`src/sv/sfsx_pkg.sv`:
```
// ----------------------------------------------------------------------------
// sfsx_pkg
// Sizes, register codes and shared types of the frame sync block.
// ----------------------------------------------------------------------------
`default_nettype none

package sfsx_pkg;

	localparam int FRAME_BYTES = 103;
	localparam int WORD_COUNT  = 25;
	localparam int BYTE_W      = 8;
	localparam int WORD_W      = 32;
	localparam int WI_W        = 5;
	localparam int CFG_IDX_W   = 2;
	localparam int Q_DEPTH     = 2;

	localparam int FILL_W = $clog2(FRAME_BYTES + 1);
	localparam int IDX_W  = (WORD_COUNT > 1) ? $clog2(WORD_COUNT) : 1;
	localparam int PTR_W  = (Q_DEPTH > 1) ? $clog2(Q_DEPTH) : 1;
	localparam int BYTES_PER_WORD = WORD_W / BYTE_W;
	localparam int PAY_BYTES      = WORD_COUNT * BYTES_PER_WORD;

	typedef logic [BYTE_W-1:0]    byte_t;
	typedef logic [CFG_IDX_W-1:0] cfg_idx_t;

	localparam cfg_idx_t CFG_START_MARKER = cfg_idx_t'(0);
	localparam cfg_idx_t CFG_END_MARKER   = cfg_idx_t'(1);

	localparam byte_t START_MARKER_RST = 8'h40;
	localparam byte_t END_MARKER_RST   = 8'h2B;

	// One matched frame: checksum verdict and its payload words.
	typedef struct packed {
		logic                             bad;
		logic [WORD_COUNT-1:0][WORD_W-1:0] words;
	} frame_t;

	typedef struct packed {
		logic full;
		logic empty;
	} q_stat_t;

endpackage

`default_nettype wire

```
`src/sv/sfsx_if.sv`:
```
// ----------------------------------------------------------------------------
// sfsx_if
// Valid/ready channels of the frame sync block: byte in, config, results.
// ----------------------------------------------------------------------------
`default_nettype none

interface sfsx_rx_if;
	import sfsx_pkg::*;
	logic  valid;
	logic  ready;
	byte_t rx_byte;
	modport source (output valid, output rx_byte, input ready);
	modport sink   (input valid, input rx_byte, output ready);
endinterface

interface sfsx_cfg_if;
	import sfsx_pkg::*;
	logic     valid;
	logic     ready;
	cfg_idx_t index;
	byte_t    data;
	modport source (output valid, output index, output data, input ready);
	modport sink   (input valid, input index, input data, output ready);
endinterface

interface sfsx_res_if;
	import sfsx_pkg::*;
	logic              valid;
	logic              ready;
	logic              status;
	logic [WI_W-1:0]   word_index;
	logic [WORD_W-1:0] word_value;
	logic              last_word;
	modport source (output valid, output status, output word_index, output word_value,
		output last_word, input ready);
	modport sink   (input valid, input status, input word_index, input word_value,
		input last_word, output ready);
endinterface

`default_nettype wire

```
`src/sv/sfsx_front.sv`:
```
// ----------------------------------------------------------------------------
// sfsx_front
// Byte window, running checksum, marker test and frame capture.
// ----------------------------------------------------------------------------
`default_nettype none

module sfsx_front (
	input  logic             clk,
	input  logic             arst_n,
	sfsx_cfg_if.sink         cfg,
	sfsx_rx_if.sink          rx,
	input  sfsx_pkg::q_stat_t q_stat,
	output logic             push,
	output sfsx_pkg::frame_t push_frame
);
	import sfsx_pkg::*;

	byte_t             win_q [FRAME_BYTES];
	byte_t             win_d [FRAME_BYTES];
	logic [FILL_W-1:0] fill_q;
	byte_t             xor_q;
	byte_t             xor_d;
	byte_t             start_q;
	byte_t             end_q;
	logic              full;
	logic              take;
	logic              hit;

	assign cfg.ready = 1'b1;
	assign rx.ready  = !q_stat.full;
	assign take      = rx.valid && rx.ready;
	assign full      = (fill_q == FILL_W'(FRAME_BYTES));

	// Next window: shift when full, else append at the fill position.
	always_comb begin
		for (int j = 0; j < FRAME_BYTES - 1; j++) begin
			if (full) begin
				win_d[j] = win_q[j+1];
			end else if (fill_q == FILL_W'(j)) begin
				win_d[j] = rx.rx_byte;
			end else begin
				win_d[j] = win_q[j];
			end
		end
		if (full || fill_q == FILL_W'(FRAME_BYTES - 1)) begin
			win_d[FRAME_BYTES-1] = rx.rx_byte;
		end else begin
			win_d[FRAME_BYTES-1] = win_q[FRAME_BYTES-1];
		end
	end

	// Running XOR over positions two through next-to-last.
	always_comb begin
		if (full) begin
			xor_d = xor_q ^ win_q[2] ^ win_q[FRAME_BYTES-1];
		end else if (fill_q >= FILL_W'(2) && fill_q <= FILL_W'(FRAME_BYTES - 2)) begin
			xor_d = xor_q ^ rx.rx_byte;
		end else begin
			xor_d = xor_q;
		end
	end

	assign hit  = (win_d[0] == start_q) && (win_d[FRAME_BYTES-1] == end_q);
	assign push = take && hit;

	always_comb begin
		push_frame.bad   = (xor_d != win_d[1]);
		push_frame.words = '0;
		for (int j = 0; j < PAY_BYTES; j++) begin
			if (j + 2 < FRAME_BYTES) begin
				push_frame.words[j/BYTES_PER_WORD][(j%BYTES_PER_WORD)*BYTE_W +: BYTE_W] =
					win_d[(j + 2 < FRAME_BYTES) ? j + 2 : 0];
			end
		end
	end

	always_ff @(posedge clk or negedge arst_n) begin
		if (!arst_n) begin
			fill_q <= '0;
			xor_q  <= '0;
			for (int j = 0; j < FRAME_BYTES; j++) begin
				win_q[j] <= '0;
			end
		end else if (take) begin
			if (!full) begin
				fill_q <= fill_q + 1'b1;
			end
			xor_q <= xor_d;
			for (int j = 0; j < FRAME_BYTES; j++) begin
				win_q[j] <= win_d[j];
			end
		end
	end

	always_ff @(posedge clk or negedge arst_n) begin
		if (!arst_n) begin
			start_q <= START_MARKER_RST;
			end_q   <= END_MARKER_RST;
		end else if (cfg.valid && cfg.ready) begin
			unique case (cfg.index)
				CFG_START_MARKER: start_q <= cfg.data;
				CFG_END_MARKER:   end_q   <= cfg.data;
				default: ;
			endcase
		end
	end

endmodule

`default_nettype wire

```
`src/sv/sfsx_queue.sv`:
```
// ----------------------------------------------------------------------------
// sfsx_queue
// Short frame queue between the window front and the word back end.
// ----------------------------------------------------------------------------
`default_nettype none

module sfsx_queue (
	input  logic              clk,
	input  logic              arst_n,
	input  logic              push,
	input  sfsx_pkg::frame_t  push_frame,
	input  logic              pop,
	output sfsx_pkg::frame_t  head,
	output sfsx_pkg::q_stat_t q_stat
);
	import sfsx_pkg::*;

	frame_t           mem_q [Q_DEPTH];
	logic [PTR_W-1:0] wr_ptr_q;
	logic [PTR_W-1:0] rd_ptr_q;
	logic [PTR_W:0]   cnt_q;
	logic             do_push;
	logic             do_pop;

	assign q_stat.full  = (cnt_q == (PTR_W+1)'(Q_DEPTH));
	assign q_stat.empty = (cnt_q == '0);
	assign do_push      = push && !q_stat.full;
	assign do_pop       = pop && !q_stat.empty;
	assign head         = mem_q[rd_ptr_q];

	always_ff @(posedge clk) begin
		if (do_push) begin
			mem_q[wr_ptr_q] <= push_frame;
		end
	end

	always_ff @(posedge clk or negedge arst_n) begin
		if (!arst_n) begin
			wr_ptr_q <= '0;
			rd_ptr_q <= '0;
			cnt_q    <= '0;
		end else begin
			if (do_push) begin
				wr_ptr_q <= (wr_ptr_q == PTR_W'(Q_DEPTH - 1)) ? '0 : wr_ptr_q + 1'b1;
			end
			if (do_pop) begin
				rd_ptr_q <= (rd_ptr_q == PTR_W'(Q_DEPTH - 1)) ? '0 : rd_ptr_q + 1'b1;
			end
			cnt_q <= cnt_q + (PTR_W+1)'(do_push) - (PTR_W+1)'(do_pop);
		end
	end

endmodule

`default_nettype wire

```
`src/sv/sfsx_back.sv`:
```
// ----------------------------------------------------------------------------
// sfsx_back
// Walks the queue head frame and drives one result per cycle while res is ready.
// ----------------------------------------------------------------------------
`default_nettype none

module sfsx_back (
	input  logic              clk,
	input  logic              arst_n,
	input  sfsx_pkg::frame_t  head,
	input  sfsx_pkg::q_stat_t q_stat,
	output logic              pop,
	sfsx_res_if.source        res
);
	import sfsx_pkg::*;

	logic [IDX_W-1:0]  idx_q;
	logic              ovalid_q;
	logic              ostatus_q;
	logic [WI_W-1:0]   oindex_q;
	logic [WORD_W-1:0] ovalue_q;
	logic              olast_q;
	logic              can_load;
	logic              go;
	logic              last;

	assign can_load = !ovalid_q || res.ready;
	assign go       = can_load && !q_stat.empty;
	assign last     = head.bad || (idx_q == IDX_W'(WORD_COUNT - 1));
	assign pop      = go && last;

	assign res.valid      = ovalid_q;
	assign res.status     = ostatus_q;
	assign res.word_index = oindex_q;
	assign res.word_value = ovalue_q;
	assign res.last_word  = olast_q;

	always_ff @(posedge clk or negedge arst_n) begin
		if (!arst_n) begin
			idx_q    <= '0;
			ovalid_q <= 1'b0;
		end else if (can_load) begin
			ovalid_q <= go;
			if (go) begin
				idx_q <= last ? '0 : idx_q + 1'b1;
			end
		end
	end

	always_ff @(posedge clk) begin
		if (go) begin
			ostatus_q <= head.bad;
			olast_q   <= last;
			if (head.bad) begin
				oindex_q <= '0;
				ovalue_q <= '0;
			end else begin
				oindex_q <= WI_W'(idx_q);
				ovalue_q <= head.words[idx_q];
			end
		end
	end

endmodule

`default_nettype wire

```
`src/sv/sliding_frame_sync_xor_check.sv`:
```
// ----------------------------------------------------------------------------
// sliding_frame_sync_xor_check
// Marker-framed packet receiver with an XOR checksum over a sliding window.
// ----------------------------------------------------------------------------
// Feed one link byte per request on rx; one byte is taken every clock while
// the frame queue has room. The last FRAME_BYTES bytes sit in a register
// window (cleared by reset, no clearing pass) next to a running XOR of bytes
// two through next-to-last, so the marker test and checksum verdict for each
// byte are combinational. Each byte that puts the start marker at window
// position zero and the end marker at the last position captures its payload
// into a two-entry frame queue. The back end drives one result per cycle on res
// while res is ready: WORD_COUNT little-endian payload words for a good frame,
// or a single error result with status set for a checksum mismatch. A good
// frame thus occupies the result port for WORD_COUNT results; rx stalls only
// when two captured frames are waiting. Write the markers on cfg only while
// idle; cfg is always ready, and an index past the register list is ignored.
// ----------------------------------------------------------------------------
`default_nettype none

module sliding_frame_sync_xor_check (
	input  logic       clk,
	input  logic       arst_n,
	sfsx_cfg_if.sink   cfg,
	sfsx_rx_if.sink    rx,
	sfsx_res_if.source res
);
	import sfsx_pkg::*;

	logic    push;
	frame_t  push_frame;
	logic    pop;
	frame_t  head;
	q_stat_t q_stat;

	// Front: take bytes, advance the window, classify each byte.
	sfsx_front u_front (
		.clk        (clk),
		.arst_n     (arst_n),
		.cfg        (cfg),
		.rx         (rx),
		.q_stat     (q_stat),
		.push       (push),
		.push_frame (push_frame)
	);

	// Hold captured frames so front and back stall independently.
	sfsx_queue u_queue (
		.clk        (clk),
		.arst_n     (arst_n),
		.push       (push),
		.push_frame (push_frame),
		.pop        (pop),
		.head       (head),
		.q_stat     (q_stat)
	);

	// Back: drain the head frame one result at a time.
	sfsx_back u_back (
		.clk    (clk),
		.arst_n (arst_n),
		.head   (head),
		.q_stat (q_stat),
		.pop    (pop),
		.res    (res)
	);

endmodule

`default_nettype wire

```
`src/flat_wrapper.sv`:
```
// flat-port wrapper written by rule: the top's interface ports become plain ports
module sliding_frame_sync_xor_check_flat import sfsx_pkg::*;
  (clk, arst_n, cfg_valid, cfg_index, cfg_data, cfg_ready, rx_valid, rx_rx_byte, rx_ready, res_valid, res_status, res_word_index, res_word_value, res_last_word, res_ready);
  sfsx_cfg_if cfg_i ();
  sfsx_rx_if rx_i ();
  sfsx_res_if res_i ();
  input  logic clk;
  input  logic arst_n;
  input wire logic [$bits(cfg_i.valid)-1:0] cfg_valid;
  input wire logic [$bits(cfg_i.index)-1:0] cfg_index;
  input wire logic [$bits(cfg_i.data)-1:0] cfg_data;
  output wire logic [$bits(cfg_i.ready)-1:0] cfg_ready;
  input wire logic [$bits(rx_i.valid)-1:0] rx_valid;
  input wire logic [$bits(rx_i.rx_byte)-1:0] rx_rx_byte;
  output wire logic [$bits(rx_i.ready)-1:0] rx_ready;
  output wire logic [$bits(res_i.valid)-1:0] res_valid;
  output wire logic [$bits(res_i.status)-1:0] res_status;
  output wire logic [$bits(res_i.word_index)-1:0] res_word_index;
  output wire logic [$bits(res_i.word_value)-1:0] res_word_value;
  output wire logic [$bits(res_i.last_word)-1:0] res_last_word;
  input wire logic [$bits(res_i.ready)-1:0] res_ready;
  assign cfg_i.valid = cfg_valid;
  assign cfg_i.index = cfg_index;
  assign cfg_i.data = cfg_data;
  assign cfg_ready = cfg_i.ready;
  assign rx_i.valid = rx_valid;
  assign rx_i.rx_byte = rx_rx_byte;
  assign rx_ready = rx_i.ready;
  assign res_valid = res_i.valid;
  assign res_status = res_i.status;
  assign res_word_index = res_i.word_index;
  assign res_word_value = res_i.word_value;
  assign res_last_word = res_i.last_word;
  assign res_i.ready = res_ready;
  sliding_frame_sync_xor_check u_core (.clk(clk), .arst_n(arst_n), .cfg(cfg_i), .rx(rx_i), .res(res_i));
endmodule
```
`config.mk`:
```
export PLATFORM = sky130hd
export DESIGN_NAME = sliding_frame_sync_xor_check_flat
export DESIGN_NICKNAME = d
export VERILOG_FILES = /design/src/sv/sfsx_pkg.sv /design/src/sv/sfsx_if.sv /design/src/sv/sfsx_front.sv /design/src/sv/sfsx_queue.sv /design/src/sv/sfsx_back.sv /design/src/sv/sliding_frame_sync_xor_check.sv /design/src/flat_wrapper.sv
export SDC_FILE = /design/constraint.sdc
export NUM_CORES = 2
export LEC_CHECK = 0
export BUFFER_PORTS_ARGS = -buffer_cell sky130_fd_sc_hd__buf_2
export CAP_MARGIN = 20
export CORE_MARGIN = 3
export CORE_UTILIZATION = 55
export CTS_CLUSTER_DIAMETER = 120
export DETAILED_ROUTE_END_ITERATION = 8
export PLACE_DENSITY = 0.71
export SLEW_MARGIN = 10
export SYNTH_ARGS = -nofsm -noshare
export SYNTH_HDL_FRONTEND = slang
export SYNTH_SLANG_ARGS = --single-unit
```
`constraint.sdc`:
```
create_clock -name clk -period 85.3 [get_ports clk]
set_input_delay 8.53 -clock clk [delete_from_list [all_inputs] [get_ports clk]]
set_output_delay 8.53 -clock clk [all_outputs]
set_load 0.005 [all_outputs]
```
==> metrics.cfg <==
[sta]
fmax_mhz = 72.18
hold_viol_final = 0
tightest_slew_ns = 1.332
timing.hold.ws_ns = 0.4744
period_minus_slack_ns = 13.85
finalSetupTns_ns = 0
period_share_pct = 16.24
drv_slew = 0
relSlewSlack_pct = 10.55
setup_viol = 0
fin_skew_ns = 0.05732
rsz0062_at_grt = false

[clocking]
cts_buffers = 278
postCtsHoldBufs = 0
cts_buffer_depth = 4
cts.sinks = 2506
cts_resized = 0
cts_htree_levels = 5
cts_setup_buffers = 0
cts_tree = done
path_clk_slew_ns = 0.06
insertion_delay_ns = 0.96
root_buffer = clkbuf_16

[route]
dr.first_iter.drc_count = 10020
drcViolationCount = 0
wl_mm = 322.3
vias = 74632
ant_nets = 0
firstDrtPassIters = 6
detail_route.wl_per_cell_um = 27.19
avgViaCountPerCell = 6.295

[placed_design]
port_buffers = 63
gp_congestion = 0.9255
hpwl_mm = 196.5

[yosys]
ys_seq_elements = 2506
synth_top_cell_by_area = edfxtp_1
synthCells = 9107
synth-edff-count = 1641
synthDominantCellAreaShare_pct = 43.72
synth_warnings = 0
yosysUniqueCellTypes = 53
postSynthAreaPerCell_um2 = 12.38
synth-main-ff-cell = edfxtp_1
synthTopCellsByArea = edfxtp_1, dfrtp_1, mux4_2, nand2_1, mux2i_1
async_flop_share_pct = 34.52
ys_seq_area_share_pct = 62.93
yosysMostFrequentCell = nand2_1
syn-num-nets = 9138
syn_area_um2 = 112700
synthTopCellsByCount = nand2_1, edfxtp_1, a21oi_1

[power_and_ir_drop]
peakVddDrop_mv = 0.02130
leakage_uw = 0.04884
powerDensity_nw_per_um2 = 27.51

[setup_path]
rr_startpoint = u_core.u_front.fill_q[6]$_DFFE_PN0P_
cp-startpoint = rx_rx_byte[5]
cp.required_ns = 85.86
reg2regPathDepth = 10
startpoint_type = primary input
cp-end-kind = register
criticalPathCategory = primary input to register
crit_path_max_fanout = 71
cp_data_arrival_time_ns = 14.41

[outcome]
status = finished, final reports clean

[cells_and_area]
area_growth_syn_to_layout_pct = 9.844
nFillCells = 15273
drive_gt1_share_pct = 12.94
fin_nets = 9004
seqCellArea_um2 = 70950
multi_input_area_um2 = 39040

[global_route]
antenna_found_initial = 11
overflow = 0
grt_pass1_wl_mm = 474.2
grt_pass1_vias = 71405
globalRouteTotalUtil_pct = 30.44
grt_max_degree = 243

[hold_path]
hold_path_class = register to register
worstHoldStart = u_core.u_front.win_q[819]$_DFFE_PN0P_
hold_path_depth = 2

[floorplanning]
std_cell_rows = 165
core_area_um2 = 202900
ios = 65
dieHeight_um = 458.7
start_util_pct = 55.54
die_w_um = 458.7
dieArea_um2 = 210400

[flow_run]
max-cap-violations = 0

registers in the layout, summed over array words and instances, names as in the netlist, 2 cells and up:
name / count
u_core.u_front.xor_q: 8
u_core.u_front.fill_q: 7
u_core.u_queue.cnt_q: 2
u_core.u_back.res.word_value: 32
u_core.u_back.res.word_index: 5
u_core.u_front.win_q: 824
u_core.u_front.start_q: 8
u_core.u_queue.mem_q: 1602
u_core.u_front.end_q: 8
u_core.u_back.idx_q: 5
per-stage QoR:
| step | cells | setup slack (ns) | cell area (µm²) | power (µW) | util [%] |
|---|---|---|---|---|---|
| after detailed placement | 11361 | 70.54 | 115100 | 2262 | 56.71 |
| after floorplan | 9107 | 40.10 | 112700 | 2002 | - |
| after CTS | 11847 | 71.53 | 123700 | 3406 | 60.97 |
| final | 11856 | 71.45 | 123800 | 3406 | 61.01 |
| after global placement | 11349 | 70.67 | 114900 | 2243 | 56.62 |
| after global routing | 11852 | 71.25 | 123800 | 3522 | 61.00 |
cells in the final DEF (no fill, tap or decap), drive strengths merged, types with 6 or more instances in the layout:
cell type	count
inv	14
o21ai	87
edfxtp	1641
clkinv	71
mux4	448
nand2	2476
nor2	898
xnor2	51
mux2i	867
mux2	25
bufinv	14
o22ai	27
ha	8
dfrtp	860
a21oi	878
a221oi	32
nand3	22
clkinvlp	7
a31oi	18
xor2	11
nor3b	7
nor3	51
and2	6
clkbuf	392
buf	222
routing by layer:
layer | global-route usage (%) | part of all wire, % | routed length (µm)
met1 | 42.25 | 39 | 124100
met2 | 45.04 | 45 | 144600
met3 | 6.023 | 9.9 | 32000
met4 | 17.99 | 6.7 | 21540
met5 | 0 | 0.011 | 34
power by group:
group / internal, µW / switching [µW] / leakage, µW / total, µW
logic: 271 / 491 / 0.0195 / 762
clock network: 679 / 475 / 0.00423 / 1150
registers: 1410 / 79.6 / 0.0251 / 1490
total: 2360 / 1040 / 0.0488 / 3410
cell families after synthesis:
group | synth area share, %
compound gates | 4.837
xor+xnor | 0.4818
fa+ha+maj | 0.08881
buf+inv | 2.501
flops | 62.93
mux | 16.90
other cells | 0.003327
simple gates | 12.26
final timing paths:
path / slack [ns] / end
max: 71.45 / u_core.u_queue.mem_q[1][253]$_DFFE_PP_
min: 0.47 / u_core.u_front.win_q[819]$_DFFE_PN0P_
max reg2reg: 77.94 / u_core.u_queue.mem_q[1][253]$_DFFE_PP_
min reg2reg: 0.47 / u_core.u_front.win_q[819]$_DFFE_PN0P_
max in group asynchronous: 73.90 / u_core.u_front.win_q[75]$_DFFE_PN0P_
min in group asynchronous: 7.58 / u_core.u_front.win_q[450]$_DFFE_PN0P_
cell type report:
type	instances	area share, %
Clock buffer	391	6.308
Sequential cell	2506	57.30
Multi-Input combinational cell	5953	31.53
Clock inverter	95	0.6811
Tap cell	2672	2.700
Timing Repair Buffer	223	1.434
Antenna cell	5	0.01011
Inverter	11	0.03436
worst max-delay path, cell delays in order:
cell     delay (ns)
buf_4          0.51
buf_4          0.77
mux2i_1        0.20
xnor2_1        0.18
nor4_1         0.32
and3b_1        0.30
and2_4         0.87
buf_4          0.84
buf_4          0.84
buf_4          0.85
Note: power is estimated with default switching activity, not from simulation.
